<file path="src/design/crcdfr_pkg.sv">
`timescale 1ns / 1ps

package crcdfr_pkg;

   // Frame buffer geometry
   localparam int FRAME_BUF_BYTES      = 64;
   localparam int FRAME_OVERHEAD_BYTES = 7;
   localparam int MAX_LEN              = FRAME_BUF_BYTES - FRAME_OVERHEAD_BYTES;
   localparam int LEN_W                = 6;
   localparam int IDX_W                = $clog2(FRAME_BUF_BYTES);
   localparam int BANKS                = 2;
   localparam int MEM_DEPTH            = BANKS * FRAME_BUF_BYTES;
   localparam int MEM_AW               = IDX_W + 1;

   // CRC-16/Modbus
   localparam logic [15:0] CRC_INIT = 16'hFFFF;
   localparam logic [15:0] CRC_POLY = 16'hA001;

   // Register map
   localparam int CSR_IDX_W = 2;
   localparam logic [CSR_IDX_W-1:0] CSR_FIRST_HEAD  = 2'd0;
   localparam logic [CSR_IDX_W-1:0] CSR_SECOND_HEAD = 2'd1;
   localparam logic [CSR_IDX_W-1:0] CSR_TAIL        = 2'd2;

   localparam logic [7:0] RST_FIRST_HEAD  = 8'hA5;
   localparam logic [7:0] RST_SECOND_HEAD = 8'h5A;
   localparam logic [7:0] RST_TAIL        = 8'hFF;

   // One completed frame handed from parser to replay
   typedef struct packed {
      logic [7:0]       command;
      logic [LEN_W-1:0] length;
      logic             bank;
   } frame_desc_type;

   // Payload buffer write port
   typedef struct packed {
      logic              en;
      logic [MEM_AW-1:0] addr;
      logic [7:0]        data;
   } buf_wr_type;

   // Fold one byte into the running CRC, LSB first
   function automatic logic [15:0] crc_feed(input logic [15:0] crc, input logic [7:0] b);
      logic [15:0] c;
      c = crc ^ {8'h00, b};
      for (int k = 0; k < 8; k++) begin
         if (c[0]) begin
            c = (c >> 1) ^ CRC_POLY;
         end else begin
            c = c >> 1;
         end
      end
      return c;
   endfunction

endpackage

</file>
<file path="src/design/crcdfr_req_if.sv">
`timescale 1ns / 1ps

interface crcdfr_req_if;
   logic       valid;
   logic       ready;
   logic [7:0] rx_byte;

   modport source (output valid, output rx_byte, input ready);
   modport sink   (input valid, input rx_byte, output ready);
endinterface

</file>
<file path="src/design/crcdfr_rsp_if.sv">
`timescale 1ns / 1ps

interface crcdfr_rsp_if import crcdfr_pkg::*; ();
   logic             valid;
   logic             ready;
   logic [7:0]       command;
   logic [LEN_W-1:0] payload_length;
   logic [7:0]       data_byte;
   logic             data_valid;
   logic             last;

   modport source (output valid, output command, output payload_length, output data_byte,
                   output data_valid, output last, input ready);
   modport sink   (input valid, input command, input payload_length, input data_byte,
                   input data_valid, input last, output ready);
endinterface

</file>
<file path="src/design/crc16_command_frame_deframer.sv">
`timescale 1ns / 1ps

// Receives a byte stream on req, one byte per transfer, and finds frames of
// the form head1 head2 LEN CMD payload CRC_hi CRC_lo tail, checked by
// CRC-16/Modbus over head1 to the last payload byte. Head and tail bytes are
// set through the csr port (index 0 first head, 1 second head, 2 tail). Each
// good frame is replayed on rsp as one result per payload byte, or a single
// result with data_valid low when LEN is zero; bad frames give nothing. The
// parser takes one byte per cycle. Payload lands in a two-bank buffer, so up
// to two completed frames can wait for replay; while both banks are held the
// parser stops taking bytes. Replay issues each registered buffer read only after
// the previous byte has been loaded into the output register.
module crc16_command_frame_deframer import crcdfr_pkg::*; (
   input  logic                 clock,
   input  logic                 reset,
   crcdfr_req_if.sink           req,
   crcdfr_rsp_if.source         rsp,
   input  logic                 csr_we,
   input  logic [CSR_IDX_W-1:0] csr_index,
   input  logic [7:0]           csr_wdata
);

   logic           q_full;
   logic           q_empty;
   logic           push;
   logic           pop;
   logic           back_busy;
   frame_desc_type push_desc;
   frame_desc_type q_head;
   buf_wr_type     buf_wr;

   crcdfr_front u_front (
      .clock     (clock),
      .reset     (reset),
      .req       (req),
      .csr_we    (csr_we),
      .csr_index (csr_index),
      .csr_wdata (csr_wdata),
      .q_full    (q_full),
      .push      (push),
      .push_desc (push_desc),
      .buf_wr    (buf_wr)
   );

   crcdfr_queue u_queue (
      .clock     (clock),
      .reset     (reset),
      .push      (push),
      .push_desc (push_desc),
      .pop       (pop),
      .back_busy (back_busy),
      .full      (q_full),
      .empty     (q_empty),
      .head      (q_head)
   );

   crcdfr_back u_back (
      .clock   (clock),
      .reset   (reset),
      .buf_wr  (buf_wr),
      .q_empty (q_empty),
      .q_head  (q_head),
      .pop     (pop),
      .busy    (back_busy),
      .rsp     (rsp)
   );

endmodule

</file>
<file path="src/design/crcdfr_front.sv">
`timescale 1ns / 1ps

module crcdfr_front import crcdfr_pkg::*; (
   input  logic                 clock,
   input  logic                 reset,
   crcdfr_req_if.sink           req,
   input  logic                 csr_we,
   input  logic [CSR_IDX_W-1:0] csr_index,
   input  logic [7:0]           csr_wdata,
   input  logic                 q_full,
   output logic                 push,
   output frame_desc_type       push_desc,
   output buf_wr_type           buf_wr
);

   localparam logic [2:0] ST_HEAD1   = 3'd0;
   localparam logic [2:0] ST_HEAD2   = 3'd1;
   localparam logic [2:0] ST_LEN     = 3'd2;
   localparam logic [2:0] ST_CMD     = 3'd3;
   localparam logic [2:0] ST_PAYLOAD = 3'd4;
   localparam logic [2:0] ST_CRC_HI  = 3'd5;
   localparam logic [2:0] ST_CRC_LO  = 3'd6;
   localparam logic [2:0] ST_TAIL    = 3'd7;

   logic [7:0]       head1_ff, head2_ff, tail_ff;
   logic [2:0]       step_ff, step_in;
   logic [15:0]      crc_ff, crc_in;
   logic [LEN_W-1:0] len_ff, len_in;
   logic [7:0]       cmd_ff, cmd_in;
   logic [7:0]       crc_hi_ff, crc_hi_in;
   logic [IDX_W-1:0] idx_ff, idx_in;
   logic             bank_ff, bank_in;
   logic             take;
   logic [7:0]       b;
   logic [15:0]      crc_next;

   // Configuration registers
   always_ff @(posedge clock) begin
      if (reset) begin
         head1_ff <= RST_FIRST_HEAD;
         head2_ff <= RST_SECOND_HEAD;
         tail_ff  <= RST_TAIL;
      end else if (csr_we) begin
         case (csr_index)
            CSR_FIRST_HEAD:  head1_ff <= csr_wdata;
            CSR_SECOND_HEAD: head2_ff <= csr_wdata;
            CSR_TAIL:        tail_ff  <= csr_wdata;
            default: ;
         endcase
      end
   end

   // Hold input while both buffer banks are taken
   assign req.ready = !q_full;
   assign take      = req.valid && req.ready;
   assign b         = req.rx_byte;
   assign crc_next  = crc_feed(crc_ff, b);

   assign push_desc.command = cmd_ff;
   assign push_desc.length  = len_ff;
   assign push_desc.bank    = bank_ff;

   // Parse one byte per transfer
   always_comb begin
      step_in   = step_ff;
      crc_in    = crc_ff;
      len_in    = len_ff;
      cmd_in    = cmd_ff;
      crc_hi_in = crc_hi_ff;
      idx_in    = idx_ff;
      bank_in   = bank_ff;
      push      = 1'b0;
      buf_wr    = '0;
      if (take) begin
         case (step_ff)
            ST_HEAD1: begin
               if (b == head1_ff) begin
                  step_in = ST_HEAD2;
                  crc_in  = crc_feed(CRC_INIT, b);
               end
            end
            ST_HEAD2: begin
               if (b == head2_ff) begin
                  crc_in  = crc_next;
                  step_in = ST_LEN;
               end else if (b == head1_ff) begin
                  step_in = ST_HEAD2;
                  crc_in  = crc_feed(CRC_INIT, b);
               end else begin
                  step_in = ST_HEAD1;
                  crc_in  = CRC_INIT;
               end
            end
            ST_LEN: begin
               // Drop frames whose payload cannot fit the buffer
               if (b > 8'(MAX_LEN)) begin
                  step_in = ST_HEAD1;
                  crc_in  = CRC_INIT;
               end else begin
                  len_in  = b[LEN_W-1:0];
                  crc_in  = crc_next;
                  step_in = ST_CMD;
               end
            end
            ST_CMD: begin
               cmd_in  = b;
               crc_in  = crc_next;
               idx_in  = '0;
               step_in = (len_ff == '0) ? ST_CRC_HI : ST_PAYLOAD;
            end
            ST_PAYLOAD: begin
               buf_wr.en   = 1'b1;
               buf_wr.addr = {bank_ff, idx_ff};
               buf_wr.data = b;
               crc_in      = crc_next;
               idx_in      = idx_ff + 1'b1;
               if (({1'b0, idx_ff} + 7'd1) >= {1'b0, len_ff}) begin
                  step_in = ST_CRC_HI;
               end
            end
            ST_CRC_HI: begin
               crc_hi_in = b;
               step_in   = ST_CRC_LO;
            end
            ST_CRC_LO: begin
               if ({crc_hi_ff, b} == crc_ff) begin
                  step_in = ST_TAIL;
               end else if (b == head1_ff) begin
                  step_in = ST_HEAD2;
                  crc_in  = crc_feed(CRC_INIT, b);
               end else begin
                  step_in = ST_HEAD1;
                  crc_in  = CRC_INIT;
               end
            end
            ST_TAIL: begin
               if (b == tail_ff) begin
                  // Hand the frame to replay and flip to the other bank
                  push    = 1'b1;
                  bank_in = !bank_ff;
                  step_in = ST_HEAD1;
                  crc_in  = CRC_INIT;
               end else if (b == head1_ff) begin
                  step_in = ST_HEAD2;
                  crc_in  = crc_feed(CRC_INIT, b);
               end else begin
                  step_in = ST_HEAD1;
                  crc_in  = CRC_INIT;
               end
            end
            default: begin
               step_in = ST_HEAD1;
               crc_in  = CRC_INIT;
            end
         endcase
      end
   end

   always_ff @(posedge clock) begin
      if (reset) begin
         step_ff <= ST_HEAD1;
         crc_ff  <= CRC_INIT;
         bank_ff <= 1'b0;
         idx_ff  <= '0;
         len_ff  <= '0;
      end else begin
         step_ff <= step_in;
         crc_ff  <= crc_in;
         bank_ff <= bank_in;
         idx_ff  <= idx_in;
         len_ff  <= len_in;
      end
   end

   always_ff @(posedge clock) begin
      cmd_ff    <= cmd_in;
      crc_hi_ff <= crc_hi_in;
   end

endmodule

</file>
<file path="src/design/crcdfr_queue.sv">
`timescale 1ns / 1ps

module crcdfr_queue import crcdfr_pkg::*; (
   input  logic           clock,
   input  logic           reset,
   input  logic           push,
   input  frame_desc_type push_desc,
   input  logic           pop,
   input  logic           back_busy,
   output logic           full,
   output logic           empty,
   output frame_desc_type head
);

   frame_desc_type q_ff [BANKS];
   logic           wr_ptr_ff, rd_ptr_ff;
   logic [1:0]     count_ff;
   logic [1:0]     in_use;

   // A bank stays taken until the replay of its frame is over
   assign in_use = count_ff + {1'b0, back_busy};
   assign full   = in_use >= 2'd2;
   assign empty  = count_ff == 2'd0;
   assign head   = q_ff[rd_ptr_ff];

   always_ff @(posedge clock) begin
      if (push) begin
         q_ff[wr_ptr_ff] <= push_desc;
      end
   end

   // Advance pointers and count
   always_ff @(posedge clock) begin
      if (reset) begin
         wr_ptr_ff <= 1'b0;
         rd_ptr_ff <= 1'b0;
         count_ff  <= 2'd0;
      end else begin
         if (push) begin
            wr_ptr_ff <= !wr_ptr_ff;
         end
         if (pop) begin
            rd_ptr_ff <= !rd_ptr_ff;
         end
         if (push && !pop) begin
            count_ff <= count_ff + 2'd1;
         end else if (pop && !push) begin
            count_ff <= count_ff - 2'd1;
         end
      end
   end

   a_push_room: assert property (@(posedge clock) disable iff (reset) push |-> !full)
      else $error("frame pushed while both banks are taken");
   a_pop_data: assert property (@(posedge clock) disable iff (reset) pop |-> !empty)
      else $error("frame popped from an empty queue");

endmodule

</file>
<file path="src/design/crcdfr_back.sv">
`timescale 1ns / 1ps

module crcdfr_back import crcdfr_pkg::*; (
   input  logic           clock,
   input  logic           reset,
   input  buf_wr_type     buf_wr,
   input  logic           q_empty,
   input  frame_desc_type q_head,
   output logic           pop,
   output logic           busy,
   crcdfr_rsp_if.source   rsp
);

   localparam logic ST_IDLE = 1'b0;
   localparam logic ST_RUN  = 1'b1;

   logic [7:0]       mem [MEM_DEPTH];
   logic [7:0]       rdata_ff;
   logic             state_ff;
   frame_desc_type   desc_ff;
   logic [IDX_W-1:0] idx_ff;
   logic             rd_pend_ff;
   logic             out_valid_ff;
   logic [7:0]       out_cmd_ff;
   logic [LEN_W-1:0] out_len_ff;
   logic [7:0]       out_data_ff;
   logic             out_dv_ff;
   logic             out_last_ff;
   logic             slot_free;
   logic             all_issued;
   logic             rd_en;
   logic             load_data;
   logic             load_empty;

   // Payload buffer, two banks
   always_ff @(posedge clock) begin
      if (buf_wr.en) begin
         mem[buf_wr.addr] <= buf_wr.data;
      end
      if (rd_en) begin
         rdata_ff <= mem[{desc_ff.bank, idx_ff}];
      end
   end

   assign slot_free  = !out_valid_ff || rsp.ready;
   assign all_issued = {1'b0, idx_ff} == {1'b0, desc_ff.length};
   assign pop        = (state_ff == ST_IDLE) && !q_empty;
   assign busy       = state_ff == ST_RUN;
   assign rd_en      = (state_ff == ST_RUN) && (desc_ff.length != '0) && !rd_pend_ff
                       && !all_issued && slot_free;
   assign load_data  = rd_pend_ff && slot_free;
   assign load_empty = (state_ff == ST_RUN) && (desc_ff.length == '0) && slot_free;

   // Sequence the replay
   always_ff @(posedge clock) begin
      if (reset) begin
         state_ff   <= ST_IDLE;
         rd_pend_ff <= 1'b0;
         idx_ff     <= '0;
      end else begin
         case (state_ff)
            ST_IDLE: begin
               if (pop) begin
                  state_ff <= ST_RUN;
                  idx_ff   <= '0;
               end
            end
            ST_RUN: begin
               if (load_empty || (load_data && all_issued)) begin
                  state_ff <= ST_IDLE;
               end
               if (rd_en) begin
                  idx_ff <= idx_ff + 1'b1;
               end
            end
            default: state_ff <= ST_IDLE;
         endcase
         if (rd_en) begin
            rd_pend_ff <= 1'b1;
         end else if (load_data) begin
            rd_pend_ff <= 1'b0;
         end
      end
   end

   always_ff @(posedge clock) begin
      if (pop) begin
         desc_ff <= q_head;
      end
   end

   // Output register
   always_ff @(posedge clock) begin
      if (reset) begin
         out_valid_ff <= 1'b0;
      end else if (load_data || load_empty) begin
         out_valid_ff <= 1'b1;
      end else if (rsp.ready) begin
         out_valid_ff <= 1'b0;
      end
   end

   always_ff @(posedge clock) begin
      if (load_data || load_empty) begin
         out_cmd_ff  <= desc_ff.command;
         out_len_ff  <= desc_ff.length;
         out_data_ff <= load_data ? rdata_ff : 8'h00;
         out_dv_ff   <= load_data;
         out_last_ff <= load_empty || all_issued;
      end
   end

   assign rsp.valid          = out_valid_ff;
   assign rsp.command        = out_cmd_ff;
   assign rsp.payload_length = out_len_ff;
   assign rsp.data_byte      = out_data_ff;
   assign rsp.data_valid     = out_dv_ff;
   assign rsp.last           = out_last_ff;

   a_pend_origin: assert property (@(posedge clock) disable iff (reset)
      rd_pend_ff |-> ($past(rd_en) || $past(rd_pend_ff)))
      else $error("buffer read pending without an issued read");
   a_idx_bound: assert property (@(posedge clock) disable iff (reset)
      (state_ff == ST_RUN) |-> ({1'b0, idx_ff} <= {1'b0, desc_ff.length}))
      else $error("replay index ran past the frame length");

endmodule

</file>
<file path="src/flat_wrapper.sv">
// flat-port wrapper written by rule: the top's interface ports become plain ports
module crc16_command_frame_deframer_flat import crcdfr_pkg::*;
  (clock, reset, csr_we, csr_index, csr_wdata, req_valid, req_rx_byte, req_ready, rsp_valid, rsp_command, rsp_payload_length, rsp_data_byte, rsp_data_valid, rsp_last, rsp_ready);
  crcdfr_req_if req_i ();
  crcdfr_rsp_if rsp_i ();
  input  logic clock;
  input  logic reset;
  input  logic csr_we;
  input  logic [CSR_IDX_W-1:0] csr_index;
  input  logic [7:0] csr_wdata;
  input wire logic [$bits(req_i.valid)-1:0] req_valid;
  input wire logic [$bits(req_i.rx_byte)-1:0] req_rx_byte;
  output wire logic [$bits(req_i.ready)-1:0] req_ready;
  output wire logic [$bits(rsp_i.valid)-1:0] rsp_valid;
  output wire logic [$bits(rsp_i.command)-1:0] rsp_command;
  output wire logic [$bits(rsp_i.payload_length)-1:0] rsp_payload_length;
  output wire logic [$bits(rsp_i.data_byte)-1:0] rsp_data_byte;
  output wire logic [$bits(rsp_i.data_valid)-1:0] rsp_data_valid;
  output wire logic [$bits(rsp_i.last)-1:0] rsp_last;
  input wire logic [$bits(rsp_i.ready)-1:0] rsp_ready;
  assign req_i.valid = req_valid;
  assign req_i.rx_byte = req_rx_byte;
  assign req_ready = req_i.ready;
  assign rsp_valid = rsp_i.valid;
  assign rsp_command = rsp_i.command;
  assign rsp_payload_length = rsp_i.payload_length;
  assign rsp_data_byte = rsp_i.data_byte;
  assign rsp_data_valid = rsp_i.data_valid;
  assign rsp_last = rsp_i.last;
  assign rsp_i.ready = rsp_ready;
  crc16_command_frame_deframer u_core (.clock(clock), .reset(reset), .req(req_i), .rsp(rsp_i), .csr_we(csr_we), .csr_index(csr_index), .csr_wdata(csr_wdata));
endmodule
</file>
<file path="config.mk">
export PLATFORM = sky130hd
export DESIGN_NAME = crc16_command_frame_deframer_flat
export DESIGN_NICKNAME = d
export VERILOG_FILES = /design/src/design/crcdfr_pkg.sv /design/src/design/crcdfr_req_if.sv /design/src/design/crcdfr_rsp_if.sv /design/src/design/crc16_command_frame_deframer.sv /design/src/design/crcdfr_front.sv /design/src/design/crcdfr_queue.sv /design/src/design/crcdfr_back.sv /design/src/flat_wrapper.sv
export SDC_FILE = /design/constraint.sdc
export NUM_CORES = 1
export LEC_CHECK = 0
export ABC_AREA = 1
export BUFFER_PORTS_ARGS = -buffer_cell sky130_fd_sc_hd__buf_2
export CORE_MARGIN = 3
export CORE_UTILIZATION = 45
export DETAILED_ROUTE_END_ITERATION = 7
export PLACE_DENSITY_LB_ADDON = 0.08
export SLEW_MARGIN = 10
export SYNTH_ARGS = -nofsm -noshare
export SYNTH_HDL_FRONTEND = slang
export SYNTH_SLANG_ARGS = --single-unit
export TNS_END_PERCENT = 50
</file>
<file path="constraint.sdc">
create_clock -name clock -period 12.95 [get_ports clock]
set_input_delay 2.59 -clock clock [delete_from_list [all_inputs] [get_ports clock]]
set_output_delay 2.59 -clock clock [all_outputs]
set_load 0.005 [all_outputs]
</file>
==> flow_summary.yaml <==
clock_tree:
  numCtsBuffers: 131
  cts_max_level: 4
  source_to_sink_clock_delay_at_the_later_pin_of_the_worst_skew_pair_ns: 0.74
  cts-hold-fix-buffers: 0
  post_cts_setup_repair_buffer_count: 0
  cts.repair.resized: 0
  tritoncts: "built"
  clock_tree.root_cell: "sky130_fd_sc_hd__clkbuf_16"
  clk_pin_slew_ns: 0.06
  cts.path.max_buffers: 3
  cts_num_sinks: 1186
floorplan:
  die-height_um: 334.1
  io_pins: 49
  die_area_mm2: 0.1116
  die_w_um: 334.1
  placementRows: 119
  core-area_mm2: 0.1060
  floorplan.initialDensity_pct: 45.69
grt:
  globalRouteTotalUtil_pct: 23.94
  vias_in_the_first_global_route: 30970
  grt_antenna_before_repair: 0
  grt.overflow.total: 0
  first_pass_grt_wire_length_um: 200700
  grt_start_max_net_pins: 234
routing:
  drt.antenna.violating_nets: 0
  drt-initial-drc-count: 3662
  vias: 31730
  post_drt_wl_per_cell_um: 24.24
  dr.pass1.iters: 5
  avgViaCountPerCell: 5.714
  routed_wl_um: 134600
  post-route-drc-count: 0
yosys:
  ys_seq_elements: 1186
  ys_dominant_reg_cell: "sky130_fd_sc_hd__edfxtp_1"
  synth_net_count: 4131
  post-synth-top-count-cell: "sky130_fd_sc_hd__edfxtp_1"
  ys_warn_count: 0
  postSynth.asyncResetShare_pct: 0
  synth_seq_area_share_pct: 72.10
  post_synth_instance_area_mm2: 0.04844
  post-synth-top-area-cell: "sky130_fd_sc_hd__edfxtp_1"
  netlist-cell-type-count: 46
  synth_top_area_share_pct: 69.24
  netlist_top_cells_count: "sky130_fd_sc_hd__edfxtp_1, sky130_fd_sc_hd__nor2_1, sky130_fd_sc_hd__o21ai_0"
  synth_top_cells_by_area: "sky130_fd_sc_hd__edfxtp_1, sky130_fd_sc_hd__nor2_1, sky130_fd_sc_hd__o21ai_0, sky130_fd_sc_hd__nand2_1, sky130_fd_sc_hd__o22ai_1"
  syn-instance-count: 4091
  synth_edf_count: 1117
  syn_area_per_cell_um2: 11.84
place:
  routabilityCongestion: 0.8689
  port_buffers: 48
  sum_of_net_half_perimeters_after_detailed_placement_um: 77750
timing:
  post-route-period-util_pct: 41.96
  final_max_slew_viol_count: 0
  post-route-min-period_ns: 5.434
  worst_clock_skew_ns: 0.02572
  timing.max_slew.rel_slack_pct: 25.88
  unrepaired_setup_endpoints_after_global_routing: "no"
  fmaxAchievable_ghz: 0.1840
  worstMarginPinSlew_ns: 1.112
  setup-tns-final_ns: 0
  setup_viol: 0
  number_of_endpoints_with_negative_hold_slack_in_the_final_report: 0
cells_and_area:
  area_of_the_multi_input_gates_mm2: 0.01207
  final_layout_size_suffix_gt1_share_pct: 8.103
  regArea_mm2: 0.03494
  area_growth_syn_to_layout_pct: 11.51
  nNetsFinal: 4096
  nFillCells: 9362
flow_run:
  max_capacitance_violation_count: 0
run_status:
  run_status: "finished, final reports clean"
power_and_ir_drop:
  power_per_cell_area_mw_per_mm2: 183.4
  vdd.ir_drop.worst_mv: 0.1771
  total_power_mw: 9.907
  power.static_leakage_nw: 19.21
min_path:
  hold_path.class: "reg2reg"
critical_path:
  timing_worst_setup_path_type: "in2reg"
  start_kind: "input pin"
  wp_data_arrival_ns: 5.86
  crit_path_max_fanout: 52
  crit_path_end_kind: "register"
  cp_data_required_time_ns: 13.37
==> layer usage <==
layer  vias up  GRT usage [%]  wire length [um]
met4         0          7.283              3481
met2      1259          37.26             61820
met1     15550          34.50             59640
met3       219          4.358              9668
li1      14690              -                 -
met5         -              0                 0
==> sequential cells by signal, summed over array words and instances, names as in the netlist, 2 cells and up <==
register	cells
u_core.u_back.desc_ff	15
u_core.u_front.cmd_ff	8
u_core.u_back.idx_ff	6
u_core.u_back.mem	1024
u_core.u_front.tail_ff	8
u_core.u_back.rdata_ff	8
u_core.u_front.crc_hi_ff	8
u_core.u_front.len_ff	6
u_core.u_front.head1_ff	8
u_core.u_back.rsp.data_byte	8
u_core.u_queue.count_ff	2
u_core.u_front.step_ff	3
u_core.u_front.head2_ff	8
u_core.u_back.rsp.command	8
u_core.u_front.idx_ff	6
u_core.u_front.crc_ff	16
u_core.u_back.rsp.payload_length	6
u_core.u_queue.q_ff	30
==> layout by cell type (no fill, tap or decap), types with 4 or more instances in the layout <==
cell type / instances
sky130_fd_sc_hd__nor2_2: 6
sky130_fd_sc_hd__xnor2_1: 24
sky130_fd_sc_hd__nand2_1: 538
sky130_fd_sc_hd__nand4_1: 10
sky130_fd_sc_hd__a21oi_1: 42
sky130_fd_sc_hd__o21ai_1: 54
sky130_fd_sc_hd__o21ai_0: 571
sky130_fd_sc_hd__ha_1: 17
sky130_fd_sc_hd__clkbuf_1: 19
sky130_fd_sc_hd__clkbuf_16: 135
sky130_fd_sc_hd__dfxtp_1: 64
sky130_fd_sc_hd__clkinv_8: 4
sky130_fd_sc_hd__bufinv_16: 12
sky130_fd_sc_hd__nor2_1: 770
sky130_fd_sc_hd__inv_6: 6
sky130_fd_sc_hd__nand3_1: 106
sky130_fd_sc_hd__buf_2: 48
sky130_fd_sc_hd__edfxtp_1: 1117
sky130_fd_sc_hd__buf_4: 43
sky130_fd_sc_hd__o2111ai_1: 4
sky130_fd_sc_hd__clkinv_1: 29
sky130_fd_sc_hd__o211ai_1: 72
sky130_fd_sc_hd__clkinvlp_4: 8
sky130_fd_sc_hd__inv_1: 83
sky130_fd_sc_hd__nor3_2: 5
sky130_fd_sc_hd__o22ai_1: 256
sky130_fd_sc_hd__nor3_1: 18
sky130_fd_sc_hd__xor2_1: 15
sky130_fd_sc_hd__clkinv_2: 22
sky130_fd_sc_hd__nor2_4: 9
sky130_fd_sc_hd__inv_2: 13
sky130_fd_sc_hd__nor4_1: 4
==> final cells by class <==
cell class	count	share of cell area, %
diodes	2	0.009265
clock buffers	157	6.463
clock inverters	79	1.422
inverters	103	0.7482
multi-input cells	2541	22.34
flip-flops and latches	1186	64.68
well taps	1391	3.222
repair buffers	93	1.116
==> path summary, 6_finish.rpt <==
path | slack, ns | from | depth (start not counted) | to
max | 7.52 | req_valid | 7 | u_core.u_back.mem[40][7]
min | 0.42 | u_core.u_back.desc_ff[10] | 0 | u_core.u_back.rsp.command[3]
max reg2reg | 7.97 | u_core.u_back.idx_ff[0] | 14 | u_core.u_back.rdata_ff[6]
min reg2reg | 0.42 | u_core.u_back.desc_ff[10] | 0 | u_core.u_back.rsp.command[3]
==> where the power goes <==
group          total, mW  switching (mW)  internal, mW
Sequential          4.40           0.102          4.30
Clock               3.69            1.52          2.17
Combinational       1.82            1.32         0.499
==> cell families after synthesis <==
| logic type | count (synthesis) | synth area share (%) |
|---|---|---|
| compound gates | 1008 | 11.54 |
| xor+xnor | 41 | 0.7723 |
| fa+ha+maj | 17 | 0.4391 |
| buf+inv | 364 | 3.133 |
| flops | 1186 | 72.10 |
| simple gates | 1475 | 12.02 |
==> critical path: stages <==
cell and delay [ns]:
sky130_fd_sc_hd__buf_2 0.08, sky130_fd_sc_hd__nand2_2 0.15, sky130_fd_sc_hd__nor2_2 0.44, sky130_fd_sc_hd__inv_2 0.34, sky130_fd_sc_hd__nor2_4 0.75, sky130_fd_sc_hd__buf_4 0.69
sky130_fd_sc_hd__buf_4 0.72
==> per-stage QoR <==
stage                     cell area [um2]  hold slack [ns]  util [%]  setup WS, ns  cells
after floorplan                     48440           0.4003         -         6.057   4091
after global placement              49750           0.4026     46.93         6.857   5314
after detailed placement            49750           0.4045     46.93         6.798   5314
after CTS                           54010           0.4172     50.95         7.591   5550
after global routing                54010           0.4283     50.95         7.385   5550
final                               54020           0.4158     50.95         7.516   5552
Power figures use the tool's default switching activity.
